`config.mk`:
```
export PLATFORM = sky130hd
export DESIGN_NAME = rvd_front
export DESIGN_NICKNAME = d
export VERILOG_FILES = /design/src/rtl/core/rvd_pkg.sv /design/src/rtl/core/rvd_front.sv
export SDC_FILE = /design/constraint.sdc
export NUM_CORES = 1
export LEC_CHECK = 0
export BUFFER_PORTS_ARGS = -buffer_cell sky130_fd_sc_hd__buf_2
export CAP_MARGIN = 10
export CORE_UTILIZATION = 56
export DETAILED_ROUTE_END_ITERATION = 8
export GPL_TIMING_DRIVEN = 0
export PLACE_DENSITY_LB_ADDON = 0.08
export SYNTH_ARGS = -nofsm -noshare
export SYNTH_HDL_FRONTEND = slang
export SYNTH_SLANG_ARGS = --single-unit
```
`constraint.sdc`:
```
create_clock -name clock -period 5.7 [get_ports clock]
set_input_delay 0.57 -clock clock [delete_from_list [all_inputs] [get_ports clock]]
set_output_delay 0.57 -clock clock [all_outputs]
set_load 0.02 [all_outputs]
```
`src/rtl/core/rvd_pkg.sv`:
```
// Shared types, widths and constants for the radial vertex displacement core.
package rvd_pkg;

   // Fixed formats of the fields and of the arithmetic
   localparam int COORD_BITS   = 10;
   localparam int FRAC_BITS    = 8;
   localparam int MAX_DIST     = 400;
   localparam int IDX_W        = 14;
   localparam int PTR_W        = 12;
   localparam int CFG_W        = 8;
   localparam int OUT_W        = 20;
   localparam int DIFF_W       = 13;
   localparam int ABS_W        = 12;
   localparam int SQ_W         = 25;
   localparam int RAD_W        = 42;
   localparam int ROOT_W       = 21;
   localparam int ROOT_STAGES  = 21;
   localparam int DIST_W       = 9;
   localparam int GAIN_W       = 10;
   localparam int NUM_W        = 19;
   localparam int NMAG_W       = 18;
   // ceil(2^26 / 400): exact truncated quotient for every magnitude up to 51200
   localparam int RECIP        = 167773;
   localparam int RECIP_SHIFT  = 26;
   localparam int RPROD_W      = 36;
   localparam int DMAG_W       = 9;
   localparam int PROD_W       = 21;
   localparam int DIVN_W       = 37;
   localparam int QUO_W        = 18;
   localparam int REM_W        = 22;

   // Pipeline depth of each section
   localparam int FRONT_STAGES = 3;
   localparam int DISP_STAGES  = 4;
   localparam int DIV_STAGES   = QUO_W;
   localparam int LATENCY      = FRONT_STAGES + ROOT_STAGES + DISP_STAGES + DIV_STAGES + 1;

   localparam logic signed [CFG_W-1:0] ATTRACT_RESET = 8'sd20;
   localparam logic signed [CFG_W-1:0] REPEL_RESET   = -8'sd20;

   typedef enum logic [0:0] {
      CSR_ATTRACT = 1'b0,
      CSR_REPEL   = 1'b1
   } csr_idx_type;

   typedef struct packed {
      logic [IDX_W-1:0]             vertex_index;
      logic [COORD_BITS-1:0]        vertex_x;
      logic [COORD_BITS-1:0]        vertex_y;
      logic signed [PTR_W-1:0]      pointer_x;
      logic signed [PTR_W-1:0]      pointer_y;
   } req_type;

   typedef struct packed {
      logic [IDX_W-1:0]             result_index;
      logic signed [OUT_W-1:0]      moved_x_q8;
      logic signed [OUT_W-1:0]      moved_y_q8;
   } rsp_type;

   typedef struct packed {
      logic signed [CFG_W-1:0]      attract;
      logic signed [CFG_W-1:0]      repel;
   } cfg_type;

   // Per-vertex data that rides along the pipeline; axis 0 is x, axis 1 is y
   typedef struct packed {
      logic [IDX_W-1:0]                  index;
      logic [1:0][COORD_BITS-1:0]        coord;
      logic [1:0][ABS_W-1:0]             mag;
      logic [1:0]                        neg;
   } side_type;

   typedef struct packed {
      side_type                 side;
      logic [SQ_W-1:0]          sq;
   } sq_type;

   typedef struct packed {
      side_type                 side;
      logic [ROOT_W-1:0]        root;
   } len_type;

   typedef struct packed {
      side_type                 side;
      logic [ROOT_W-1:0]        root;
      logic [1:0][DIVN_W-1:0]   num;
      logic [1:0]               off_neg;
   } quot_in_type;

   typedef struct packed {
      side_type                 side;
      logic [1:0][QUO_W-1:0]    quo;
      logic [1:0]               off_neg;
   } quot_out_type;

endpackage

```
`src/rtl/core/rvd_front.sv`:
```
// Front stages: difference vector, squares and squared length.
module rvd_front import rvd_pkg::*; (
   input  logic   clock,
   input  logic   reset,
   input  logic   in_valid,
   input  req_type in_req,
   output logic   out_valid,
   output sq_type out_sq
);

   logic [FRONT_STAGES-1:0]     valid_ff;
   logic signed [DIFF_W-1:0]    dx_in, dy_in, dx_ff, dy_ff;
   logic [IDX_W-1:0]            idx_ff;
   logic [1:0][COORD_BITS-1:0]  coord_ff;
   logic signed [2*DIFF_W-1:0]  sqx_p, sqy_p;
   logic [SQ_W-2:0]             sqx_ff, sqy_ff;
   side_type                    side_in, side_ff;
   sq_type                      out_in;

   // advance the valid bits
   always_ff @(posedge clock) begin
      if (reset) begin
         valid_ff <= '0;
      end else begin
         valid_ff <= {valid_ff[FRONT_STAGES-2:0], in_valid};
      end
   end

   // stage 1: difference vector
   assign dx_in = DIFF_W'(in_req.pointer_x) - DIFF_W'(in_req.vertex_x);
   assign dy_in = DIFF_W'(in_req.pointer_y) - DIFF_W'(in_req.vertex_y);

   always_ff @(posedge clock) begin
      dx_ff    <= dx_in;
      dy_ff    <= dy_in;
      idx_ff   <= in_req.vertex_index;
      coord_ff <= {in_req.vertex_y, in_req.vertex_x};
   end

   // stage 2: squares, magnitudes and signs
   assign sqx_p = dx_ff * dx_ff;
   assign sqy_p = dy_ff * dy_ff;

   always_comb begin
      side_in.index  = idx_ff;
      side_in.coord  = coord_ff;
      side_in.mag[0] = dx_ff[DIFF_W-1] ? ABS_W'(-dx_ff) : ABS_W'(dx_ff);
      side_in.mag[1] = dy_ff[DIFF_W-1] ? ABS_W'(-dy_ff) : ABS_W'(dy_ff);
      side_in.neg    = {dy_ff[DIFF_W-1], dx_ff[DIFF_W-1]};
   end

   always_ff @(posedge clock) begin
      sqx_ff  <= sqx_p[SQ_W-2:0];
      sqy_ff  <= sqy_p[SQ_W-2:0];
      side_ff <= side_in;
   end

   // stage 3: squared length
   assign out_in.side = side_ff;
   assign out_in.sq   = SQ_W'(sqx_ff) + SQ_W'(sqy_ff);

   always_ff @(posedge clock) begin
      out_sq <= out_in;
   end

   assign out_valid = valid_ff[FRONT_STAGES-1];

endmodule

```
==> impl_metrics.json <==
{
  "r2r-end": "sqy_ff[22]",
  "syn_area_mm2": 0.01787,
  "min-delay-start": "in_req[52]",
  "clk_pin_slew_ns": 0.07,
  "relSlewSlack_pct": 65.35,
  "rsz0062_at_grt": "yes",
  "synth_edf_count": 0,
  "hold_end": "idx_ff[8]",
  "clock_sinks": 252,
  "place_congestion": 0.8759,
  "via_count": 11700,
  "cp.required_ns": 6.18,
  "clock_path_buffers": 3,
  "track_usage_pct": 21.64,
  "drive_gt1_share_pct": 19.06,
  "cap_violations": 0,
  "grt_max_degree": 15,
  "die_w_um": 180.6,
  "synthMostInstantiatedCell": "inv_1",
  "ys_async_sr_fraction_pct": 0,
  "yosysSeqAreaShare_pct": 28.23,
  "fin_crit_sh_pct": 96.60,
  "worst_pin_slew_ns": 0.5130,
  "core-area_mm2": 0.03147,
  "rr_startpoint": "dy_ff[3]",
  "clkLatencyLatePin_ns": 0.56,
  "r2r_cells": 19,
  "synth.top_cells.by_count": "inv_1 (360), fa_1 (265), dfxtp_1 (252)",
  "clock_skew_ns": 0.02489,
  "nNetsFinal": 2432,
  "grt_pass1_vias": 12250,
  "antenna_found_initial": 0,
  "cts_tree": "built",
  "cp-start-kind": "flop",
  "wl_per_cell_um": 14.35,
  "vias_per_cell": 4.994,
  "drtPass1Iterations": 5,
  "period_needed_ns": 5.506,
  "crit_fanout": 10,
  "hold_viol_final": 0,
  "crit_arrival_ns": 5.99,
  "ys_ff_latch": 252,
  "syn_inst": 1713,
  "crit_type": "flop to flop",
  "critPathBufInv": 3,
  "crit_slowest_cell": "fa_1",
  "dp_hpwl_um": 26660,
  "drt-total-wl_um": 33620,
  "io-pin-count": 147,
  "cts_max_level": 1,
  "hold_path.class": "input port to flop",
  "synth_cell_types": 58,
  "start_util_pct": 56.78,
  "syn2layout_area_growth_pct": 17.71,
  "crit_top_cell": "fa_1",
  "io_buffers": 146,
  "synth.area.top_cells": "fa_1 (30%), dfxtp_1 (28%), ha_1 (13%)",
  "rows": 65,
  "grt_pass1_wl_um": 56660,
  "setup_viol": 0,
  "grt_overflow": 0,
  "slowest_delay_ns": 0.56,
  "ant_nets": 0,
  "outcome": "completed",
  "cpLargestDelayFamily": "adder cells",
  "crit_chain": "clkbuf_8 > buf_6 > nand2_1 > fa_1 > fa_1 > inv_1 > fa_1 > fa_1 > fa_1 > fa_1 > ha_1 > nor2_2 > nand2_1 > a21oi_2 > o31ai_2 > o21a_2 > a41o_1 > a21oi_2 > xnor2_1",
  "synth_top_area_share_pct": 29.68,
  "worstSetupEndpointType": "flop",
  "slew_violations": 0,
  "die_y_um": 180.6,
  "numCtsBuffers": 28,
  "syn-num-nets": 2225,
  "drc": 0,
  "setup-tns-final_ns": 0,
  "fin_util_pct": 66.84,
  "yosysWarnings": 0,
  "dieArea_mm2": 0.03263,
  "fill_cells": 2565,
  "ys.flop_type": "dfxtp_1",
  "cts-hold-fix-buffers": 0,
  "drt-initial-drc-count": 411,
  "r2r_slack_ns": 0.19,
  "antenna_cells": 0,
  "root_buffer": "clkbuf_16",
  "fmax_mhz": 181.6,
  "holdPathStages": 1,
  "syn_avg_cell_area_um2": 10.43,
  "synth_top_cell_by_area": "fa_1"
}
-- worst register-to-register path: cells and delay by family (launching register included) --
family / cells / cell delay [ns]
adder cells (fa/ha/maj): 7 / 3.16
AO/OA/AOI/OAI: 5 / 0.96
buffers and inverters: 3 / 0.41
flip-flops: 1 / 0.40
AND/OR/NAND/NOR: 3 / 0.36
XOR/XNOR: 1 / 0.13
-- per-stage QoR --
step	instance area, um^2	setup WS [ns]	hold slack, ns	std cells
2_1_floorplan	17870	0.03728	0.3096	1713
4_1_cts	20460	0.0004414	0.08852	2313
3_5_place_dp	19110	-1.072	0.3121	2261
6_report	21040	0.1940	0.1204	2343
3_3_place_gp	19110	-1.026	0.3096	2261
5_1_grt	21040	-0.03470	0.09317	2343
-- cell families (layout without fill, tap and decap cells) --
kind of cell	Yosys count	in the layout	share of synthesized area, %
flops	252	252	28.23
fa+ha+maj	451	451	42.71
xor+xnor	116	116	5.762
mux	3	3	0.1820
simple gates	333	333	8.835
compound gates	158	158	5.888
buf+inv	400	628	8.401
-- repair_timing --
item / in CTS / in global routing
setup buffers: 2 / 32
pin swaps: 7 / 36
gates resized for setup: 97 / 108
setup endpoints to repair: 25 / 8
-- cell type report --
class	count	area [um^2]	share of cell area, %
buffer	35	285.3	1.356
tap	402	503.0	2.391
clock inverter	16	299.0	1.421
clock buffer	35	798.3	3.794
inverter	362	1371	6.518
timing repair buffer	180	1006	4.782
sequential	252	5104	24.26
multi-input combinational	1061	11670	55.48
-- registers in the layout, indices dropped and copies added (netlist names), 13 cells and up --
register  cells
dx_ff        13
sqy_ff       22
out_in       60
coord_ff     20
idx_ff       14
sqx_ff       22
out_sq       85
dy_ff        13
-- cell usage in the layout (no fill, tap or decap), types with 7 or more instances in the layout --
cell         n
inv_1      349
fa_1       259
dfxtp_1    233
ha_1       173
buf_2      150
nand2_1    122
xnor2_1     88
nor2_1      68
and2_1      46
a21oi_1     34
buf_4       32
clkbuf_16   29
xor2_1      27
nor2b_1     25
o21ai_0     23
a21o_1      16
dfxtp_4     14
nor3_1      12
ha_4        11
a21oi_2     10
inv_2        9
o21a_1       9
nand3_1      8
bufinv_16    8
buf_8        7
a31oi_1      7
o21ai_2      7
a21boi_0     7
-- worst max-delay path by stage --
stage | from | endpoint | slack, ns | cells past startpoint
after floorplan | dy_ff[3] | sqy_ff[23] | 0.04 | 19
after global placement | dy_ff[3] | sqy_ff[23] | -1.03 | 21
after detailed placement | dy_ff[3] | sqy_ff[23] | -1.07 | 21
after CTS | dy_ff[3] | sqy_ff[23] | 0.0004 | 19
after global routing | dx_ff[1] | sqx_ff[22] | -0.03 | 18
final | dy_ff[3] | sqy_ff[22] | 0.19 | 19
-- per-layer routing --
metal / part of all wire (%) / GRT usage (%) / vias up
met2: 49 / 37.19 / 250
li1: - / - / 5668
met3: 5.3 / 3.921 / 43
met5: 0 / 0 / -
met1: 44 / 28.58 / 5741
met4: 1.8 / 4.444 / 0
Power is left out: the tool's default activity adds up to more than one toggle a clock period on the data nets, which glitch-free logic cannot reach.
