$ cat src/rtl/core/rvd_pkg.sv
// Shared types, widths and constants for the radial vertex displacement core.
package rvd_pkg;

   // Fixed formats of the fields and of the arithmetic
   localparam int COORD_BITS   = 10;
   localparam int FRAC_BITS    = 8;
   localparam int MAX_DIST     = 400;
   localparam int IDX_W        = 14;
   localparam int PTR_W        = 12;
   localparam int CFG_W        = 8;
   localparam int OUT_W        = 20;
   localparam int DIFF_W       = 13;
   localparam int ABS_W        = 12;
   localparam int SQ_W         = 25;
   localparam int RAD_W        = 42;
   localparam int ROOT_W       = 21;
   localparam int ROOT_STAGES  = 21;
   localparam int DIST_W       = 9;
   localparam int GAIN_W       = 10;
   localparam int NUM_W        = 19;
   localparam int NMAG_W       = 18;
   // ceil(2^26 / 400): exact truncated quotient for every magnitude up to 51200
   localparam int RECIP        = 167773;
   localparam int RECIP_SHIFT  = 26;
   localparam int RPROD_W      = 36;
   localparam int DMAG_W       = 9;
   localparam int PROD_W       = 21;
   localparam int DIVN_W       = 37;
   localparam int QUO_W        = 18;
   localparam int REM_W        = 22;

   // Pipeline depth of each section
   localparam int FRONT_STAGES = 3;
   localparam int DISP_STAGES  = 4;
   localparam int DIV_STAGES   = QUO_W;
   localparam int LATENCY      = FRONT_STAGES + ROOT_STAGES + DISP_STAGES + DIV_STAGES + 1;

   localparam logic signed [CFG_W-1:0] ATTRACT_RESET = 8'sd20;
   localparam logic signed [CFG_W-1:0] REPEL_RESET   = -8'sd20;

   typedef enum logic [0:0] {
      CSR_ATTRACT = 1'b0,
      CSR_REPEL   = 1'b1
   } csr_idx_type;

   typedef struct packed {
      logic [IDX_W-1:0]             vertex_index;
      logic [COORD_BITS-1:0]        vertex_x;
      logic [COORD_BITS-1:0]        vertex_y;
      logic signed [PTR_W-1:0]      pointer_x;
      logic signed [PTR_W-1:0]      pointer_y;
   } req_type;

   typedef struct packed {
      logic [IDX_W-1:0]             result_index;
      logic signed [OUT_W-1:0]      moved_x_q8;
      logic signed [OUT_W-1:0]      moved_y_q8;
   } rsp_type;

   typedef struct packed {
      logic signed [CFG_W-1:0]      attract;
      logic signed [CFG_W-1:0]      repel;
   } cfg_type;

   // Per-vertex data that rides along the pipeline; axis 0 is x, axis 1 is y
   typedef struct packed {
      logic [IDX_W-1:0]                  index;
      logic [1:0][COORD_BITS-1:0]        coord;
      logic [1:0][ABS_W-1:0]             mag;
      logic [1:0]                        neg;
   } side_type;

   typedef struct packed {
      side_type                 side;
      logic [SQ_W-1:0]          sq;
   } sq_type;

   typedef struct packed {
      side_type                 side;
      logic [ROOT_W-1:0]        root;
   } len_type;

   typedef struct packed {
      side_type                 side;
      logic [ROOT_W-1:0]        root;
      logic [1:0][DIVN_W-1:0]   num;
      logic [1:0]               off_neg;
   } quot_in_type;

   typedef struct packed {
      side_type                 side;
      logic [1:0][QUO_W-1:0]    quo;
      logic [1:0]               off_neg;
   } quot_out_type;

endpackage

$ cat src/rtl/core/rvd_disp.sv
// Displacement from distance, and the per-axis offset numerators.
module rvd_disp import rvd_pkg::*; (
   input  logic        clock,
   input  logic        reset,
   input  cfg_type     cfg,
   input  logic        in_valid,
   input  len_type     in_len,
   output logic        out_valid,
   output quot_in_type out_num
);

   logic [DISP_STAGES-1:0]      valid_ff;
   logic [ROOT_W-FRAC_BITS-1:0] whole;
   logic [DIST_W-1:0]           dist_clamp;
   logic signed [GAIN_W-1:0]    gain;
   logic signed [NUM_W-1:0]     num_in, num_ff;
   logic [NMAG_W-1:0]           mag_in;
   logic [RPROD_W-1:0]          rp_in, rp_ff;
   logic                        dneg_ff;
   logic [DMAG_W-1:0]           dmag_ff;
   logic [1:0]                  offneg_ff;
   len_type                     s1_ff, s2_ff, s3_ff;
   quot_in_type                 out_in;

   always_ff @(posedge clock) begin
      if (reset) begin
         valid_ff <= '0;
      end else begin
         valid_ff <= {valid_ff[DISP_STAGES-2:0], in_valid};
      end
   end

   // stage 1: clamp distance, form attract*400 + d*(-repel - attract)
   assign whole = in_len.root[ROOT_W-1:FRAC_BITS];
   assign dist_clamp = (whole > (ROOT_W-FRAC_BITS)'(MAX_DIST)) ? DIST_W'(MAX_DIST)
                                                               : whole[DIST_W-1:0];
   assign gain  = -GAIN_W'(cfg.repel) - GAIN_W'(cfg.attract);
   assign num_in = NUM_W'(cfg.attract) * NUM_W'(MAX_DIST)
                 + NUM_W'(signed'({1'b0, dist_clamp})) * NUM_W'(gain);

   always_ff @(posedge clock) begin
      num_ff <= num_in;
      s1_ff  <= in_len;
   end

   // stage 2: magnitude times the reciprocal of 400
   assign mag_in = num_ff[NUM_W-1] ? NMAG_W'(-num_ff) : NMAG_W'(num_ff);
   assign rp_in  = RPROD_W'(mag_in) * RPROD_W'(RECIP);

   always_ff @(posedge clock) begin
      rp_ff   <= rp_in;
      dneg_ff <= num_ff[NUM_W-1];
      s2_ff   <= s1_ff;
   end

   // stage 3: truncated displacement magnitude and the offset signs
   always_ff @(posedge clock) begin
      dmag_ff   <= rp_ff[RECIP_SHIFT +: DMAG_W];
      offneg_ff <= s2_ff.side.neg ^ {2{dneg_ff}};
      s3_ff     <= s2_ff;
   end

   // stage 4: scaled numerators disp * delta << 2*FRAC_BITS
   always_comb begin
      out_in.side    = s3_ff.side;
      out_in.root    = s3_ff.root;
      out_in.off_neg = offneg_ff;
      for (int a = 0; a < 2; a++) begin
         out_in.num[a] = DIVN_W'(PROD_W'(dmag_ff) * PROD_W'(s3_ff.side.mag[a]))
                         << (2 * FRAC_BITS);
      end
   end

   always_ff @(posedge clock) begin
      out_num <= out_in;
   end

   assign out_valid = valid_ff[DISP_STAGES-1];

endmodule

$ cat config.mk
export PLATFORM = sky130hd
export DESIGN_NAME = rvd_disp
export DESIGN_NICKNAME = d
export VERILOG_FILES = /design/src/rtl/core/rvd_pkg.sv /design/src/rtl/core/rvd_disp.sv
export SDC_FILE = /design/constraint.sdc
export NUM_CORES = 1
export LEC_CHECK = 0
export BUFFER_PORTS_ARGS = -buffer_cell sky130_fd_sc_hd__buf_4
export CORE_UTILIZATION = 40
export CTS_CLUSTER_DIAMETER = 200
export DETAILED_ROUTE_END_ITERATION = 12
export PLACE_DENSITY_LB_ADDON = 0.15
export SETUP_SLACK_MARGIN = 0.15
export SKIP_CTS_REPAIR_TIMING = 1
export SLEW_MARGIN = 20
export SYNTH_ARGS = -nofsm -noshare
export SYNTH_HDL_FRONTEND = slang
export SYNTH_SLANG_ARGS = --single-unit
$ cat constraint.sdc
create_clock -name clock -period 20.5 [get_ports clock]
set_input_delay 1.025 -clock clock [delete_from_list [all_inputs] [get_ports clock]]
set_output_delay 1.025 -clock clock [all_outputs]
set_load 0.02 [all_outputs]
==> impl_metrics.ini <==
[die]
die_area_um2 = 66980
rows = 93
core_area_um2 = 64810
dieWidth_um = 258.8
die_y_um = 258.8
io_pins = 258
initial_core_util_pct = 40.70

[detailed_routing]
via_count = 16770
drtPass1Iterations = 5
drt_wl_total_um = 57070
ant_nets = 0
route.detailed.wl_per_inst_um = 15.74
vias_per_cell = 4.626
first_iter_violations = 592
drc = 0

[grt]
grt_pass1_wl_um = 93340
grt_max_degree = 25
grt_overflow = 0
grt_pass1_vias = 17840
antenna_found_initial = 2
track_usage_pct = 17.55

[setup_path]
worstPathArrival_ns = 8.12
path_buf_inv = 4
crit_cells = 22
r2r_start = num_ff[0]
max_stage_delay_ns = 0.57
cp_max_fo = 9
crit_chain = or4_4 > or3_4 > or4_4 > o21ai_0 > xnor2_1 > inv_1 > fa_1 > inv_1 > ha_1 > fa_1 > fa_1 > fa_1 > inv_1 > fa_1 > inv_1 > ha_1 > nand4_1 > nor3_1 > nand4b_1 > nor3b_1 > or4_1 > nand3_1
slowest_stage = fa_1
cp_common_cell = fa_1
rr_worst_depth = 22
end_kind = flop
critPathKind = reg -> reg
rr_endpoint = rp_ff[33]
worstSetupStartpointType = flop
cp_top_family = adder cells
required_ns = 21.02
r2r_slack_ns = 12.91

[clocking]
clockBufferDepth = 3
cts_tree = built
cts_num_sinks = 412
numCtsBuffers = 44
clkTransAtPathRegs_ns = 0.06
cts_max_level = 2
cts-root-buf = clkbuf_16
insertion_delay_ns = 0.58

[sta]
fin_crit_ns = 7.592
finalSetupViolations = 0
finalHoldViolations = 0
worst_pin_slew_ns = 1.043
clock_skew_ns = 0.01880
max_freq_ghz = 0.1317
fin_crit_sh_pct = 37.03
relSlewSlack_pct = 29.94
maxSlewViolCount = 0
fin_setup_tns_ns = 0
grt_setup_unrepaired = no

[place]
hpwl_um = 47190
io_buffer_count = 225
routabilityCongestion = 0.8844

[worst_hold_path]
hold_class = reg -> reg
hold_path_depth = 0
min_to = s2_ff[41]
min-delay-start = s1_ff[41]

[yosys]
synth_area_per_cell_um2 = 10.52
yosysWarnings = 0
synth_top_area_share_pct = 31.27
netlist_instances = 2508
synth_seq_cells = 412
synth_async_sr_flop_share_pct = 0
synth_edf_count = 0
ys_types = 63
synth_ff_type = dfxtp_1
synthTopCellsByArea = dfxtp_1, fa_1, ha_1
synthesis.area_um2 = 26380
synth_top_area_cell = dfxtp_1
yosysSeqAreaShare_pct = 31.27

[final_layout]
n_fill_cell = 6033
final_nets = 3516
drive_gt1_share_pct = 11.30
layout_common_cells = inv_1, dfxtp_1, fa_1
areaGrowthSynthToFinish_pct = 15.13
n_antenna_cell = 0
final_common_cell = inv_1

[run]
cap_violations = 0

[run_status]
outcome = complete, no violations
[cell usage after synthesis (2+ instances only)]
cell type    n
nand4_1      9
ha_1       333
xnor2_1     63
a21boi_0     2
clkbuf_1    46
dfxtp_1    412
xor2_1      20
a21oi_1     57
a211oi_1    10
o2111ai_1    2
nand2_1    194
nor2b_1     16
mux2i_1      3
o21bai_1     7
fa_1       348
nor3_1      10
o21a_1      10
a31oi_1      6
o311ai_0     3
o41ai_1      5
o31a_1       5
a311oi_1     2
nand4b_1     4
a311o_1      2
o31ai_1      6
or4_4        2
o211ai_1     4
inv_1      577
and3_1      13
or2_2        4
buf_4       32
nor2_1      57
nand3_1     11
and2_1     103
or4_1        5
a31o_2       3
o21ai_0     44
or3_1        4
a21o_1      26
nor4_1       3
nand2b_1    21
a221oi_1     3
[final cells by class]
class	instances	area (um2)	share of cell area (%)
multi-input combinational	1471	15670	51.58
sequential	412	8248	27.16
inverter	577	2166	7.131
timing repair buffer	229	1719	5.660
clock buffer	62	1249	4.111
tap	855	1070	3.522
clock inverter	19	255.2	0.8404
[flip-flops by register name, summed over array words and instances (netlist names)]
signal,cells
dneg_ff,1
out_num,125
offneg_ff,2
rp_ff,9
num_ff,19
s1_ff,81
valid_ff,4
s2_ff,81
dmag_ff,9
out_in,81
[how the worst max path moves through the flow]
stage                       endpoint  slack (ns)  startpoint
after floorplan           num_ff[17]       13.17      cfg[2]
after global placement    num_ff[17]       12.62     cfg[10]
after detailed placement  num_ff[17]       12.51     cfg[10]
after CTS                  rp_ff[31]       12.96   num_ff[0]
after global routing       rp_ff[31]       12.55   num_ff[0]
final                      rp_ff[33]       12.91   num_ff[0]
[metrics by stage]
step | hold slack, ns | utilization [%] | instance area, um2 | setup WS [ns] | std cells
3_5_place_dp | 0.3121 | 44.54 | 28870 | 12.51 | 3544
3_3_place_gp | 0.3096 | 44.54 | 28870 | 12.62 | 3544
4_1_cts | 0.3144 | 46.86 | 30370 | 12.96 | 3625
2_1_floorplan | 0.3096 | - | 26500 | 13.17 | 2539
5_1_grt | 0.3175 | 46.86 | 30370 | 12.55 | 3625
6_report | 0.3163 | 46.86 | 30370 | 12.91 | 3625
[layer usage]
| metal | track usage (%) | up-vias | wire [um] |
|---|---|---|---|
| met2 | 30.15 | 256 | 28190 |
| met3 | 2.494 | 66 | 2000 |
| met1 | 23.12 | 8361 | 25710 |
| met5 | 0 | - | 0 |
| li1 | - | 8087 | - |
| met4 | 4.520 | 0 | 1168 |
[cell families (layout without fill, tap and decap cells)]
| logic type | Yosys count | in the layout | synth area share (%) |
|---|---|---|---|
| muxes | 3 | 3 | 0.1138 |
| other | 1 | 32 | 0.01422 |
| buffers and inverters | 656 | 887 | 9.789 |
| xor gates and xnor gates | 84 | 84 | 2.817 |
| and+or+nand+nor | 463 | 463 | 8.670 |
| DFF | 412 | 412 | 31.27 |
| adders and majority gates | 681 | 681 | 42.20 |
| AOI/OAI and AO/OA | 208 | 208 | 5.127 |
Power is left out: the tool's default activity adds up to more than one toggle a clock period on the data nets, which glitch-free logic cannot reach.
