$ cat src/rtl/core/rvd_pkg.sv
// Shared types, widths and constants for the radial vertex displacement core.
package rvd_pkg;

   // Fixed formats of the fields and of the arithmetic
   localparam int COORD_BITS   = 10;
   localparam int FRAC_BITS    = 8;
   localparam int MAX_DIST     = 400;
   localparam int IDX_W        = 14;
   localparam int PTR_W        = 12;
   localparam int CFG_W        = 8;
   localparam int OUT_W        = 20;
   localparam int DIFF_W       = 13;
   localparam int ABS_W        = 12;
   localparam int SQ_W         = 25;
   localparam int RAD_W        = 42;
   localparam int ROOT_W       = 21;
   localparam int ROOT_STAGES  = 21;
   localparam int DIST_W       = 9;
   localparam int GAIN_W       = 10;
   localparam int NUM_W        = 19;
   localparam int NMAG_W       = 18;
   // ceil(2^26 / 400): exact truncated quotient for every magnitude up to 51200
   localparam int RECIP        = 167773;
   localparam int RECIP_SHIFT  = 26;
   localparam int RPROD_W      = 36;
   localparam int DMAG_W       = 9;
   localparam int PROD_W       = 21;
   localparam int DIVN_W       = 37;
   localparam int QUO_W        = 18;
   localparam int REM_W        = 22;

   // Pipeline depth of each section
   localparam int FRONT_STAGES = 3;
   localparam int DISP_STAGES  = 4;
   localparam int DIV_STAGES   = QUO_W;
   localparam int LATENCY      = FRONT_STAGES + ROOT_STAGES + DISP_STAGES + DIV_STAGES + 1;

   localparam logic signed [CFG_W-1:0] ATTRACT_RESET = 8'sd20;
   localparam logic signed [CFG_W-1:0] REPEL_RESET   = -8'sd20;

   typedef enum logic [0:0] {
      CSR_ATTRACT = 1'b0,
      CSR_REPEL   = 1'b1
   } csr_idx_type;

   typedef struct packed {
      logic [IDX_W-1:0]             vertex_index;
      logic [COORD_BITS-1:0]        vertex_x;
      logic [COORD_BITS-1:0]        vertex_y;
      logic signed [PTR_W-1:0]      pointer_x;
      logic signed [PTR_W-1:0]      pointer_y;
   } req_type;

   typedef struct packed {
      logic [IDX_W-1:0]             result_index;
      logic signed [OUT_W-1:0]      moved_x_q8;
      logic signed [OUT_W-1:0]      moved_y_q8;
   } rsp_type;

   typedef struct packed {
      logic signed [CFG_W-1:0]      attract;
      logic signed [CFG_W-1:0]      repel;
   } cfg_type;

   // Per-vertex data that rides along the pipeline; axis 0 is x, axis 1 is y
   typedef struct packed {
      logic [IDX_W-1:0]                  index;
      logic [1:0][COORD_BITS-1:0]        coord;
      logic [1:0][ABS_W-1:0]             mag;
      logic [1:0]                        neg;
   } side_type;

   typedef struct packed {
      side_type                 side;
      logic [SQ_W-1:0]          sq;
   } sq_type;

   typedef struct packed {
      side_type                 side;
      logic [ROOT_W-1:0]        root;
   } len_type;

   typedef struct packed {
      side_type                 side;
      logic [ROOT_W-1:0]        root;
      logic [1:0][DIVN_W-1:0]   num;
      logic [1:0]               off_neg;
   } quot_in_type;

   typedef struct packed {
      side_type                 side;
      logic [1:0][QUO_W-1:0]    quo;
      logic [1:0]               off_neg;
   } quot_out_type;

endpackage

$ cat src/rtl/core/rvd_sqrt.sv
// Pipelined integer square root, one result bit per stage.
module rvd_sqrt import rvd_pkg::*; (
   input  logic    clock,
   input  logic    reset,
   input  logic    in_valid,
   input  sq_type  in_sq,
   output logic    out_valid,
   output len_type out_len
);

   logic [ROOT_STAGES-1:0]  valid_ff;
   logic [RAD_W-1:0]        rem_ff  [ROOT_STAGES-1];
   logic [RAD_W-1:0]        root_ff [ROOT_STAGES];
   side_type                side_ff [ROOT_STAGES];

   genvar i;
   for (i = 0; i < ROOT_STAGES; i++) begin : g_stage
      localparam logic [RAD_W-1:0] BIT = RAD_W'(1) << (2 * (ROOT_STAGES - 1 - i));
      logic [RAD_W-1:0] rem_src, root_src, trial, root_in;
      logic             valid_src, take;
      side_type         side_src;

      if (i == 0) begin : g_first
         assign rem_src   = RAD_W'(in_sq.sq) << (2 * FRAC_BITS);
         assign root_src  = '0;
         assign valid_src = in_valid;
         assign side_src  = in_sq.side;
      end else begin : g_next
         assign rem_src   = rem_ff[i-1];
         assign root_src  = root_ff[i-1];
         assign valid_src = valid_ff[i-1];
         assign side_src  = side_ff[i-1];
      end

      // try the next root bit
      assign trial   = root_src + BIT;
      assign take    = rem_src >= trial;
      assign root_in = take ? ((root_src >> 1) + BIT) : (root_src >> 1);

      always_ff @(posedge clock) begin
         if (reset) begin
            valid_ff[i] <= 1'b0;
         end else begin
            valid_ff[i] <= valid_src;
         end
      end

      always_ff @(posedge clock) begin
         root_ff[i] <= root_in;
         side_ff[i] <= side_src;
      end

      // the remainder is not needed after the last bit
      if (i < ROOT_STAGES - 1) begin : g_rem
         always_ff @(posedge clock) begin
            rem_ff[i] <= take ? (rem_src - trial) : rem_src;
         end
      end
   end

   assign out_valid    = valid_ff[ROOT_STAGES-1];
   assign out_len.side = side_ff[ROOT_STAGES-1];
   assign out_len.root = root_ff[ROOT_STAGES-1][ROOT_W-1:0];

endmodule

$ cat config.mk
export PLATFORM = sky130hd
export DESIGN_NAME = rvd_sqrt
export DESIGN_NICKNAME = d
export VERILOG_FILES = /design/src/rtl/core/rvd_pkg.sv /design/src/rtl/core/rvd_sqrt.sv
export SDC_FILE = /design/constraint.sdc
export NUM_CORES = 2
export LEC_CHECK = 0
export BUFFER_PORTS_ARGS = -buffer_cell sky130_fd_sc_hd__buf_2
export CORE_UTILIZATION = 40
export CTS_BUF_LIST = sky130_fd_sc_hd__clkbuf_8
export CTS_CLUSTER_DIAMETER = 150
export DETAILED_ROUTE_END_ITERATION = 8
export GPL_ROUTABILITY_DRIVEN = 0
export PLACE_DENSITY = 0.66
export SYNTH_ARGS = -nofsm -noshare
export SYNTH_HDL_FRONTEND = slang
export SYNTH_SLANG_ARGS = --single-unit
$ cat constraint.sdc
create_clock -name clock -period 8.28 [get_ports clock]
set_input_delay 1.242 -clock clock [delete_from_list [all_inputs] [get_ports clock]]
set_output_delay 1.242 -clock clock [all_outputs]
set_load 0.005 [all_outputs]
==> flow_summary_export.csv <==
group,metric,value,unit
outcome,status,"complete, but fails checks",
outcome,violations,"design-rule violations",
setup_path,ff2ff_path_depth,12,
synthesis,synth_mux_area_frac,0.00815,
clock_tree,cts_sinks,2081,
place,pre_cts_ws,4.21,ns
setup_path,slowest_stage,"inv_1",
timing,finalCritPeriodShare,0.508,
place,postPlaceCellArea,0.0618,sq mm
global_route,first_global_vias,33004,
drt,drtIter0Drc,1157,
floorplan,initial_utilization,0.403,
clock_tree,htree_levels,5,
setup_path,worst-setup-path-type,"reg2reg",
finish,fillCellCount,12871,
floorplan,core-area,0.146,sq mm
clock_tree,cts.clk_slew.worst_paths,0.06,ns
setup_path,rr_endpoint,"rem_ff[4][108]",
setup_path,crit_buf_inv,2,
place,io_buffers,169,
synthesis,synth_edf_count,0,
hold_path,hold_path_end,"side_ff[1][402]",
timing,grt_setup_unrepaired,"false",
hold_path,whs_path_depth,0,
clock_tree,cts_tree,"yes",
setup_path,worstPathRequired,9.07,ns
drt,wl_per_cell,12.1,um
global_route,antenna_found_initial,2,
place,dp_hpwl,60100,um
synthesis,synth_cell_types,84,
floorplan,io_pins,170,
global_route,grt_max_degree,35,
floorplan,num_rows,140,
place,post-place-cells,6745,
finish,stdcell_count,7284,
job,maxCapViolCount,0,
setup_path,crit_arrival,5.00,ns
floorplan,die-area,0.148,sq mm
synthesis,yosys.area_share.simple,0.0875,
timing,finalSetupTns,0,ns
clock_tree,ctsResizeCount,0,
synthesis,synth_commonest_cells,"dfxtp_1 (2081), inv_1 (288), nor2_1 (245)",
power_and_ir_drop,report.power.total,23.7,mW
timing,worstMarginPinSlew,1.11,ns
synthesis,synth_top_family_by_area,"simple AND/OR/NAND/NOR gates",
synthesis,synth_top_cell_area_share,0.710,
synthesis,async_reset_ff_frac,0,
power_and_ir_drop,power.leakage,30.6,nW
finish,design_area,0.0679,sq mm
synthesis,synth_compound_area_frac,0.0700,
floorplan,die_x,385,um
clock_tree,clk_latency,0.97,ns
synthesis,postSynthAreaPerCell,12.5,sq um
drt,via_per_inst,4.46,
global_route,grtUsageTotal,0.120,
synthesis,netlist_instances,4710,
global_route,grt_overflow_total,0,
synthesis,yosys_warnings,0,
timing,slew_headroom,0.262,
finish,fin_util,0.467,
drt,vias,32455,
clock_tree,cts_made_buffers,329,
clock_tree,clock_path_buffers,4,
setup_path,crit_family,"compound AO/OA/AOI/OAI gates",
setup_path,rr_startpoint,"rem_ff[4][48]",
setup_path,reg2reg_slack,4.07,ns
synthesis,synth_area_leaders,"dfxtp_1 (71%), ha_1 (5.0%), xor2_1 (2.5%), xnor2_1 (2.4%), inv_1 (1.8%)",
synthesis,synth_most_common_cell,"dfxtp_1",
drt,drtAntennaViolNets,0,
synthesis,syn_area,0.0587,sq mm
hold_path,hold_start,"side_ff[1][342]",
synthesis,ys_seq_elements,2081,
clock_tree,holdBufCountCts,0,
finish,area_delta_synth_final,15.8,%
global_route,grt_pass1_wl,149000,um
setup_path,critical_path.cell_chain,"ha_1 -> inv_1 -> fa_1 -> nand2b_1 -> a21oi_1 -> nor4_1 -> o21a_1 -> o31a_1 -> inv_1 -> o21ai_0 -> a2111oi_0 -> xor2_1",
power_and_ir_drop,peakVddDrop,0.000194,V
timing,fin_crit,4.21,ns
setup_path,cp_common_cell,"inv_1",
clock_tree,postCtsSetupBuffers,0,
synthesis,synth_top_area_cell,"dfxtp_1",
setup_path,slowest_delay,0.68,ns
timing,setup_ws,4.07,ns
hold_path,holdCritPathClass,"reg2reg",
synthesis,synth_xor_area_frac,0.0493,
drt,drc_errors,2,
timing,hold_viol,0,
power_and_ir_drop,power.density,349,mW/mm^2
clock_tree,clockRootBuffer,"clkbuf_8",
timing,skew,0.0823,ns
timing,fin_hold_ws,0.255,ns
floorplan,die_h,385,um
synthesis,synthAdderAreaFrac,0.0521,
drt,drt_first_pass_iters,7,
drt,totalWireLength,88200,um
setup_path,crit_fanout,24,
synthesis,ys_seq_area_frac,0.710,
timing,slew_viol_final,0,
synthesis,ys.flop_type,"dfxtp_1",
timing,clock.fmax,238,MHz
timing,setup_viol,0,
finish,drive_gt1_frac,0.127,
finish,fin_nets,5487,
setup_path,cp-start-kind,"flop",
setup_path,end_kind,"flop",
[state kept, by name, summed over array words and instances (netlist names)]
name / cells
rem_ff: 569
side_ff: 1260
root_ff: 231
g_stage.valid_src: 20
out_valid: 1
[worst register-to-register path: cells and delay by family (launching register included)]
| kind | cells | cell delay [ns] |
|---|---|---|
| buffers and inverters | 2 | 0.74 |
| xor gates and xnor gates | 1 | 0.12 |
| DFF | 1 | 0.38 |
| and+or+nand+nor | 2 | 0.28 |
| adders and majority gates | 2 | 0.61 |
| AOI/OAI and AO/OA | 5 | 1.90 |
[where the power goes]
| part | switching [mW] | internal (mW) | total [mW] |
|---|---|---|---|
| sequential | 0.842 | 11.4 | 12.2 |
| clock | 3.54 | 4.41 | 7.95 |
| combinational | 1.87 | 1.65 | 3.52 |
| total | 6.25 | 17.5 | 23.7 |
[logic make-up (layout without fill, tap and decap cells)]
logic type | Yosys count | count (layout)
buf+inv | 349 | 1003
xor+xnor | 330 | 330
fa+ha+maj | 240 | 240
simple gates | 1015 | 1015
flops | 2081 | 2081
other cells | 1 | 4
mux | 43 | 43
compound gates | 651 | 651
[area by class of cell]
class                      count  area, sq um  share of cell area
clock buffer                 396         5450              0.0802
inverter                     290         1090              0.0160
timing repair buffer         176          898              0.0132
tap                         1917         2400              0.0353
multi-input combinational   2281        15700               0.231
clock inverter               141          713              0.0105
sequential                  2081        41700               0.613
antenna                        2         5.00           0.0000737
[worst max path at each step]
stage	start	to	cells past startpoint
after detailed placement	rem_ff[4][48]	rem_ff[4][108]	12
after global routing	root_ff[2][65]	rem_ff[4][108]	11
after global placement	rem_ff[4][48]	rem_ff[4][108]	12
final	rem_ff[4][48]	rem_ff[4][108]	12
after CTS	rem_ff[4][48]	rem_ff[4][108]	12
after floorplan	rem_ff[4][88]	rem_ff[4][162]	10
[metal layers]
metal	up-vias	GRT usage	part of all wire
li1	16681	-	-
met1	14735	0.127	0.41
met2	728	0.214	0.49
met3	311	0.0326	0.046
met4	0	0.0711	0.048
met5	-	0	0
[layout by cell type (no fill, tap or decap), types with 56 or more instances in the layout]
master,instances
ha_1,233
buf_2,169
xor2_1,166
a21o_1,61
nand3_1,61
clkbuf_8,396
nor3_1,90
nor2b_1,56
nor4_1,73
nand2_1,244
dfxtp_1,2081
nor2_1,245
xnor2_1,164
a21oi_1,195
o21ai_0,168
inv_1,382
(Power assumes the default switching activity.)
