--- config.mk ---
export PLATFORM = sky130hd
export DESIGN_NAME = rvd_div
export DESIGN_NICKNAME = d
export VERILOG_FILES = /design/src/rtl/core/rvd_pkg.sv /design/src/rtl/core/rvd_div.sv
export SDC_FILE = /design/constraint.sdc
export NUM_CORES = 2
export LEC_CHECK = 0
export BUFFER_PORTS_ARGS = -buffer_cell sky130_fd_sc_hd__buf_2
export CAP_MARGIN = 20
export CORE_ASPECT_RATIO = 0.75
export CORE_MARGIN = 2
export CORE_UTILIZATION = 61
export CTS_CLUSTER_DIAMETER = 120
export DETAILED_ROUTE_END_ITERATION = 6
export MAX_ROUTING_LAYER = met4
export PLACE_DENSITY = 0.88
export SYNTH_ARGS = -nofsm -noshare
export SYNTH_HDL_FRONTEND = slang
export SYNTH_MEMORY_MAX_BITS = 65536
export SYNTH_SLANG_ARGS = --single-unit
--- constraint.sdc ---
create_clock -name clock -period 4.08 [get_ports clock]
set_clock_uncertainty 0.1 [all_clocks]
set_input_delay 0.204 -clock clock [delete_from_list [all_inputs] [get_ports clock]]
set_output_delay 0.204 -clock clock [all_outputs]
set_load 0.05 [all_outputs]
--- src/rtl/core/rvd_pkg.sv ---
// Shared types, widths and constants for the radial vertex displacement core.
package rvd_pkg;

   // Fixed formats of the fields and of the arithmetic
   localparam int COORD_BITS   = 10;
   localparam int FRAC_BITS    = 8;
   localparam int MAX_DIST     = 400;
   localparam int IDX_W        = 14;
   localparam int PTR_W        = 12;
   localparam int CFG_W        = 8;
   localparam int OUT_W        = 20;
   localparam int DIFF_W       = 13;
   localparam int ABS_W        = 12;
   localparam int SQ_W         = 25;
   localparam int RAD_W        = 42;
   localparam int ROOT_W       = 21;
   localparam int ROOT_STAGES  = 21;
   localparam int DIST_W       = 9;
   localparam int GAIN_W       = 10;
   localparam int NUM_W        = 19;
   localparam int NMAG_W       = 18;
   // ceil(2^26 / 400): exact truncated quotient for every magnitude up to 51200
   localparam int RECIP        = 167773;
   localparam int RECIP_SHIFT  = 26;
   localparam int RPROD_W      = 36;
   localparam int DMAG_W       = 9;
   localparam int PROD_W       = 21;
   localparam int DIVN_W       = 37;
   localparam int QUO_W        = 18;
   localparam int REM_W        = 22;

   // Pipeline depth of each section
   localparam int FRONT_STAGES = 3;
   localparam int DISP_STAGES  = 4;
   localparam int DIV_STAGES   = QUO_W;
   localparam int LATENCY      = FRONT_STAGES + ROOT_STAGES + DISP_STAGES + DIV_STAGES + 1;

   localparam logic signed [CFG_W-1:0] ATTRACT_RESET = 8'sd20;
   localparam logic signed [CFG_W-1:0] REPEL_RESET   = -8'sd20;

   typedef enum logic [0:0] {
      CSR_ATTRACT = 1'b0,
      CSR_REPEL   = 1'b1
   } csr_idx_type;

   typedef struct packed {
      logic [IDX_W-1:0]             vertex_index;
      logic [COORD_BITS-1:0]        vertex_x;
      logic [COORD_BITS-1:0]        vertex_y;
      logic signed [PTR_W-1:0]      pointer_x;
      logic signed [PTR_W-1:0]      pointer_y;
   } req_type;

   typedef struct packed {
      logic [IDX_W-1:0]             result_index;
      logic signed [OUT_W-1:0]      moved_x_q8;
      logic signed [OUT_W-1:0]      moved_y_q8;
   } rsp_type;

   typedef struct packed {
      logic signed [CFG_W-1:0]      attract;
      logic signed [CFG_W-1:0]      repel;
   } cfg_type;

   // Per-vertex data that rides along the pipeline; axis 0 is x, axis 1 is y
   typedef struct packed {
      logic [IDX_W-1:0]                  index;
      logic [1:0][COORD_BITS-1:0]        coord;
      logic [1:0][ABS_W-1:0]             mag;
      logic [1:0]                        neg;
   } side_type;

   typedef struct packed {
      side_type                 side;
      logic [SQ_W-1:0]          sq;
   } sq_type;

   typedef struct packed {
      side_type                 side;
      logic [ROOT_W-1:0]        root;
   } len_type;

   typedef struct packed {
      side_type                 side;
      logic [ROOT_W-1:0]        root;
      logic [1:0][DIVN_W-1:0]   num;
      logic [1:0]               off_neg;
   } quot_in_type;

   typedef struct packed {
      side_type                 side;
      logic [1:0][QUO_W-1:0]    quo;
      logic [1:0]               off_neg;
   } quot_out_type;

endpackage

--- src/rtl/core/rvd_div.sv ---
// Pipelined restoring divider for both axes, one quotient bit per stage.
module rvd_div import rvd_pkg::*; (
   input  logic         clock,
   input  logic         reset,
   input  logic         in_valid,
   input  quot_in_type  in_num,
   output logic         out_valid,
   output quot_out_type out_quo
);

   logic [DIV_STAGES-1:0]      valid_ff;
   logic [ROOT_W-1:0]          dvs_in;
   logic [ROOT_W-1:0]          dvs_ff  [DIV_STAGES-1];
   logic [1:0][DIVN_W-1:0]     num_ff  [DIV_STAGES-1];
   logic [1:0][REM_W-1:0]      rem_ff  [DIV_STAGES-1];
   logic [1:0][QUO_W-1:0]      quo_ff  [DIV_STAGES];
   side_type                   side_ff [DIV_STAGES];
   logic [1:0]                 neg_ff  [DIV_STAGES];

   // a zero length only comes with a zero numerator; divide it by one
   assign dvs_in = (in_num.root == '0) ? ROOT_W'(1) : in_num.root;

   genvar j, a;
   for (j = 0; j < DIV_STAGES; j++) begin : g_stage
      localparam int BPOS = QUO_W - 1 - j;
      logic [ROOT_W-1:0]       dvs_src;
      logic [1:0][DIVN_W-1:0]  num_src;
      logic [1:0][REM_W-1:0]   rem_src, rem_in;
      logic [1:0][QUO_W-1:0]   quo_src, quo_in;
      logic                    valid_src;
      side_type                side_src;
      logic [1:0]              neg_src;

      if (j == 0) begin : g_first
         assign dvs_src   = dvs_in;
         assign num_src   = in_num.num;
         assign quo_src   = '0;
         assign valid_src = in_valid;
         assign side_src  = in_num.side;
         assign neg_src   = in_num.off_neg;
         for (a = 0; a < 2; a++) begin : g_init
            assign rem_src[a] = REM_W'(in_num.num[a][DIVN_W-1:QUO_W]);
         end
      end else begin : g_next
         assign dvs_src   = dvs_ff[j-1];
         assign num_src   = num_ff[j-1];
         assign rem_src   = rem_ff[j-1];
         assign quo_src   = quo_ff[j-1];
         assign valid_src = valid_ff[j-1];
         assign side_src  = side_ff[j-1];
         assign neg_src   = neg_ff[j-1];
      end

      // shift in the next numerator bit, subtract when it fits
      for (a = 0; a < 2; a++) begin : g_axis
         logic [REM_W-1:0] shifted;
         logic             take;
         assign shifted    = {rem_src[a][REM_W-2:0], num_src[a][BPOS]};
         assign take       = shifted >= REM_W'(dvs_src);
         assign rem_in[a]  = take ? (shifted - REM_W'(dvs_src)) : shifted;
         assign quo_in[a]  = quo_src[a] | (QUO_W'(take) << BPOS);
      end

      always_ff @(posedge clock) begin
         if (reset) begin
            valid_ff[j] <= 1'b0;
         end else begin
            valid_ff[j] <= valid_src;
         end
      end

      always_ff @(posedge clock) begin
         quo_ff[j]  <= quo_in;
         side_ff[j] <= side_src;
         neg_ff[j]  <= neg_src;
      end

      if (j < DIV_STAGES - 1) begin : g_carry
         always_ff @(posedge clock) begin
            dvs_ff[j] <= dvs_src;
            num_ff[j] <= num_src;
            rem_ff[j] <= rem_in;
         end
      end
   end

   assign out_valid       = valid_ff[DIV_STAGES-1];
   assign out_quo.side    = side_ff[DIV_STAGES-1];
   assign out_quo.quo     = quo_ff[DIV_STAGES-1];
   assign out_quo.off_neg = neg_ff[DIV_STAGES-1];

endmodule

==> run metrics <==
total global routing overflow 0; Synth area leaders sky130_fd_sc_hd__dfxtp_1 57%, sky130_fd_sc_hd__ha_1 9.5%, sky130_fd_sc_hd__mux2_1 4.2%; first-pass GRT wire length 372 mm; total global routing track utilization 0.292; clk sink count ~2.9k; routed via count around 66k; instance area after placement about 100000 sq um; Fmax between 200 and 250 MHz; setup-violating endpoint count in the final report 0; cell area after synthesis around 100000 sq um; crit path capture type register; final critical-path share of the clock period 0.983; cell count after synthesis 8765; Leakage Power just over 50 nW; P_sw 36.4 mW; startpoint type of the worst setup path primary input; status complete, no violations; CTS root buffer sky130_fd_sc_hd__clkbuf_16; Slew Viols, Final 0; arrival time worst endpoint between 4000 and 5000 ps; Worst VDD drop around 0.47 mV; data required time of the critical path roughly 4700 ps; part of the power in combinational logic 0.386; standard-cell row count roughly 130; startpoint-to-endpoint class of the critical path in2reg; antenna violation net count after detailed routing 0; fraction of layout cells with a size suffix above 1 0.0927; global placement routability congestion ~0.95; critical path fanouts, max 13; final design area excluding fillers around 120000 sq um; path category of the worst min-delay check in2reg; placed wire-length estimate between 150 and 200 mm; H-tree depth 4; measured slew at the worst slew-check pin 1210 ps; number of non-filler instances in the completed layout ~12k; worst-case headroom to the max-slew limit 0.185; Final Worst Setup Slack 70.6 ps; setup slack after placement -62.4 ps; register bit total from synthesis ~2.9k; Die Y-Extent ~350 um; antenna violations before repair 12; pin count of the biggest net entering global routing 39; wire length after detailed routing ~240 mm; sequential-to-total area share from yosys stat 0.573; switch share 0.358; Final Core Density 0.713; family with the most delay on the worst path compound AO/OA/AOI/OAI gates; Ys Warns 0; maxcap violations 0; Die ar. between 150000 and 200000 sq um; pwr/cell area between 800 and 900 nW/um^2; clock period minus worst slack around 4000 ps; setup repair after global routing missed its margin no; Buf+Inv Stages, Crit Path 5; Post-Synthesis Mean Instance Area about 11 sq um; post-route DRC violation count 0; leading register cell type out of synthesis sky130_fd_sc_hd__dfxtp_1; final count of hold timing violations 0; number of vias per cell approximately 5.5; sequential share of power 0.373; number of iterations in the first detailed-routing pass 5; starting utilization of the core area 0.614; routed wire length per instance ~20 um; final net count around 10k; internal cell power about 65 mW; dpl cells between 10k and 15k; number of ports placed on the die boundary approximately 260; 1st-iter DRT viols roughly 5.4k; vias in the first global route between 60k and 70k; CTS tree done; worst path cell trace dlygate4sd3_1 -> buf_2 -> nor4_2 -> and3_1 -> a31o_2 -> buf_4 -> ha_1 -> fa_1 -> inv_1 -> a21oi_1 -> o21bai_1 -> a21o_1 -> a21o_1 -> o21a_1 -> o21ai_1 -> o21ai_4 -> mux2_2 -> dlygate4sd3_1; number of buffers inserted by port buffering roughly 260; Max Buffers Root-to-Sink 3; library cells used by synthesis 96; CP max-delay cell sky130_fd_sc_hd__dlygate4sd3_1; number of flops mapped to enable cells by yosys 0; area delta synth->final 16.0%; clock slew at the register clock pins of the worst setup and hold paths around 60 ps; chip width about 470 um; Synth top area share 0.573; part of the power in the clock network 0.240; Syn Nets around 9.7k; post-synth top area cell sky130_fd_sc_hd__dfxtp_1; worst skew pair latency just over 900 ps; number of CTS-inserted buffers between 200 and 250; placeable core region ~160000 sq um; largest stage delay on the critical path 560 ps; proportion of register bits with asynchronous set or reset after synthesis 0
## layout by cell type (no fill, tap or decap), drive strengths merged, types with 18 or more instances in the layout
master and count:
o21ai 466, mux2 426, nor2b 145, o21bai 75, o211ai 36, and2 20, nand3 103, nand2 323
clkinv 82, dfxtp 2853, a21oi 557, and3 34, a211oi 76, nand4b 21, bufinv 32, nand4 122
or3 51, a211o 18, a21o 294, o31ai 43, buf 355, fa 34, a31oi 34, inv 573
xor2 194, ha 756, dlygate4sd3 298, a2111oi 22, clkinvlp 23, nor4 18, nor3 95, nor2 407
o21a 88, or4 32, clkbuf 303, nand2b 101, mux2i 49, xnor2 370, o31a 25
## synthesized netlist by cell type, drive strengths merged, types with 64 or more instances
cell,number
a21oi,557
nand3,103
o21bai,75
o21ai,466
mux2,426
nor2,407
nor3,95
nand2,323
a21o,294
nand4,122
o21a,88
xor2,194
nor2b,145
nand2b,101
inv,564
xnor2,370
dfxtp,2853
clkbuf,64
ha,756
a211oi,76
## what timing repair did
item | in CTS | in global routing
endpoints found under the setup margin | 0 | 16
resized for setup | 0 | 8
endpoints found under the hold margin | 179 | 0
hold buffers | 298 | 0
setup buffers | 0 | 6
## stage by stage
stage	setup TNS, ps	power (mW)	hold slack [ps]
floorplan	0	65.6	132
global placement	-2900	74.4	206
detailed placement	-937	75.6	208
CTS	0	101	1.10
global route	0	107	40.9
finish	0	101	63.6
## path summary, 6_finish.rpt
| check | slack, ps | endpoint | cells past startpoint | startpoint |
|---|---|---|---|---|
| max | 70 | rem_ff[0][9] | 18 | in_num[94] |
| min | 60 | rem_ff[0][8] | 4 | in_num[27] |
| max reg2reg | 100 | rem_ff[0][252] | 14 | num_ff[0][345] |
| min reg2reg | 140 | side_ff[4][41] | 0 | side_ff[3][41] |
## per-layer routing
metal / vias up / track usage / share of wire
li1: 32000 / - / -
met3: 392 / 0.0486 / 0.070
met2: 2273 / 0.421 / 0.42
met5: - / - / 0
met1: 31300 / 0.427 / 0.49
met4: 0 / 0.0692 / 0.022
## kinds of logic after synthesis
kind of cell               count (synthesis)  synth area share
DFF                                     2853             0.573
AOI/OAI and AO/OA                       1865             0.118
and+or+nand+nor                         1528            0.0775
adders and majority gates                790             0.102
buffers and inverters                    690            0.0271
xor gates and xnor gates                 564            0.0495
muxes                                    475            0.0536
## final cells by class
| cell class | instances | area (sq um) |
|---|---|---|
| diodes | 7 | 17.5 |
| clock buffers | 302 | 6530 |
| clock inverters | 144 | 2000 |
| fillers | 11100 | 46600 |
| inverters | 566 | 2120 |
| multi-input cells | 5222 | 40100 |
| flip-flops and latches | 2853 | 57100 |
| well taps | 2145 | 2680 |
| repair buffers | 655 | 5190 |
## state kept, by name (all words and copies together), names as in the netlist
name,count
rem_ff,714
g_stage.valid_src,17
out_valid,1
side_ff,1080
neg_ff,36
dvs_ff,357
quo_ff,342
num_ff,306
## worst min-delay path, stage by stage
cell                            delay, ps
sky130_fd_sc_hd__dlygate4sd3_1        520
sky130_fd_sc_hd__buf_2                110
sky130_fd_sc_hd__nor2_1                40
sky130_fd_sc_hd__a21oi_1              100
## power groups by stage
stage	clock network [mW]	logic (mW)	registers, mW
floorplan	0	28.5	37.0
global placement	0	36.2	38.1
detailed placement	0	37.4	38.2
CTS	24.6	38.2	37.8
global route	25.9	42.8	38.3
finish	24.4	39.2	37.9
No activity file was read; power rests on OpenSTA's default activity.
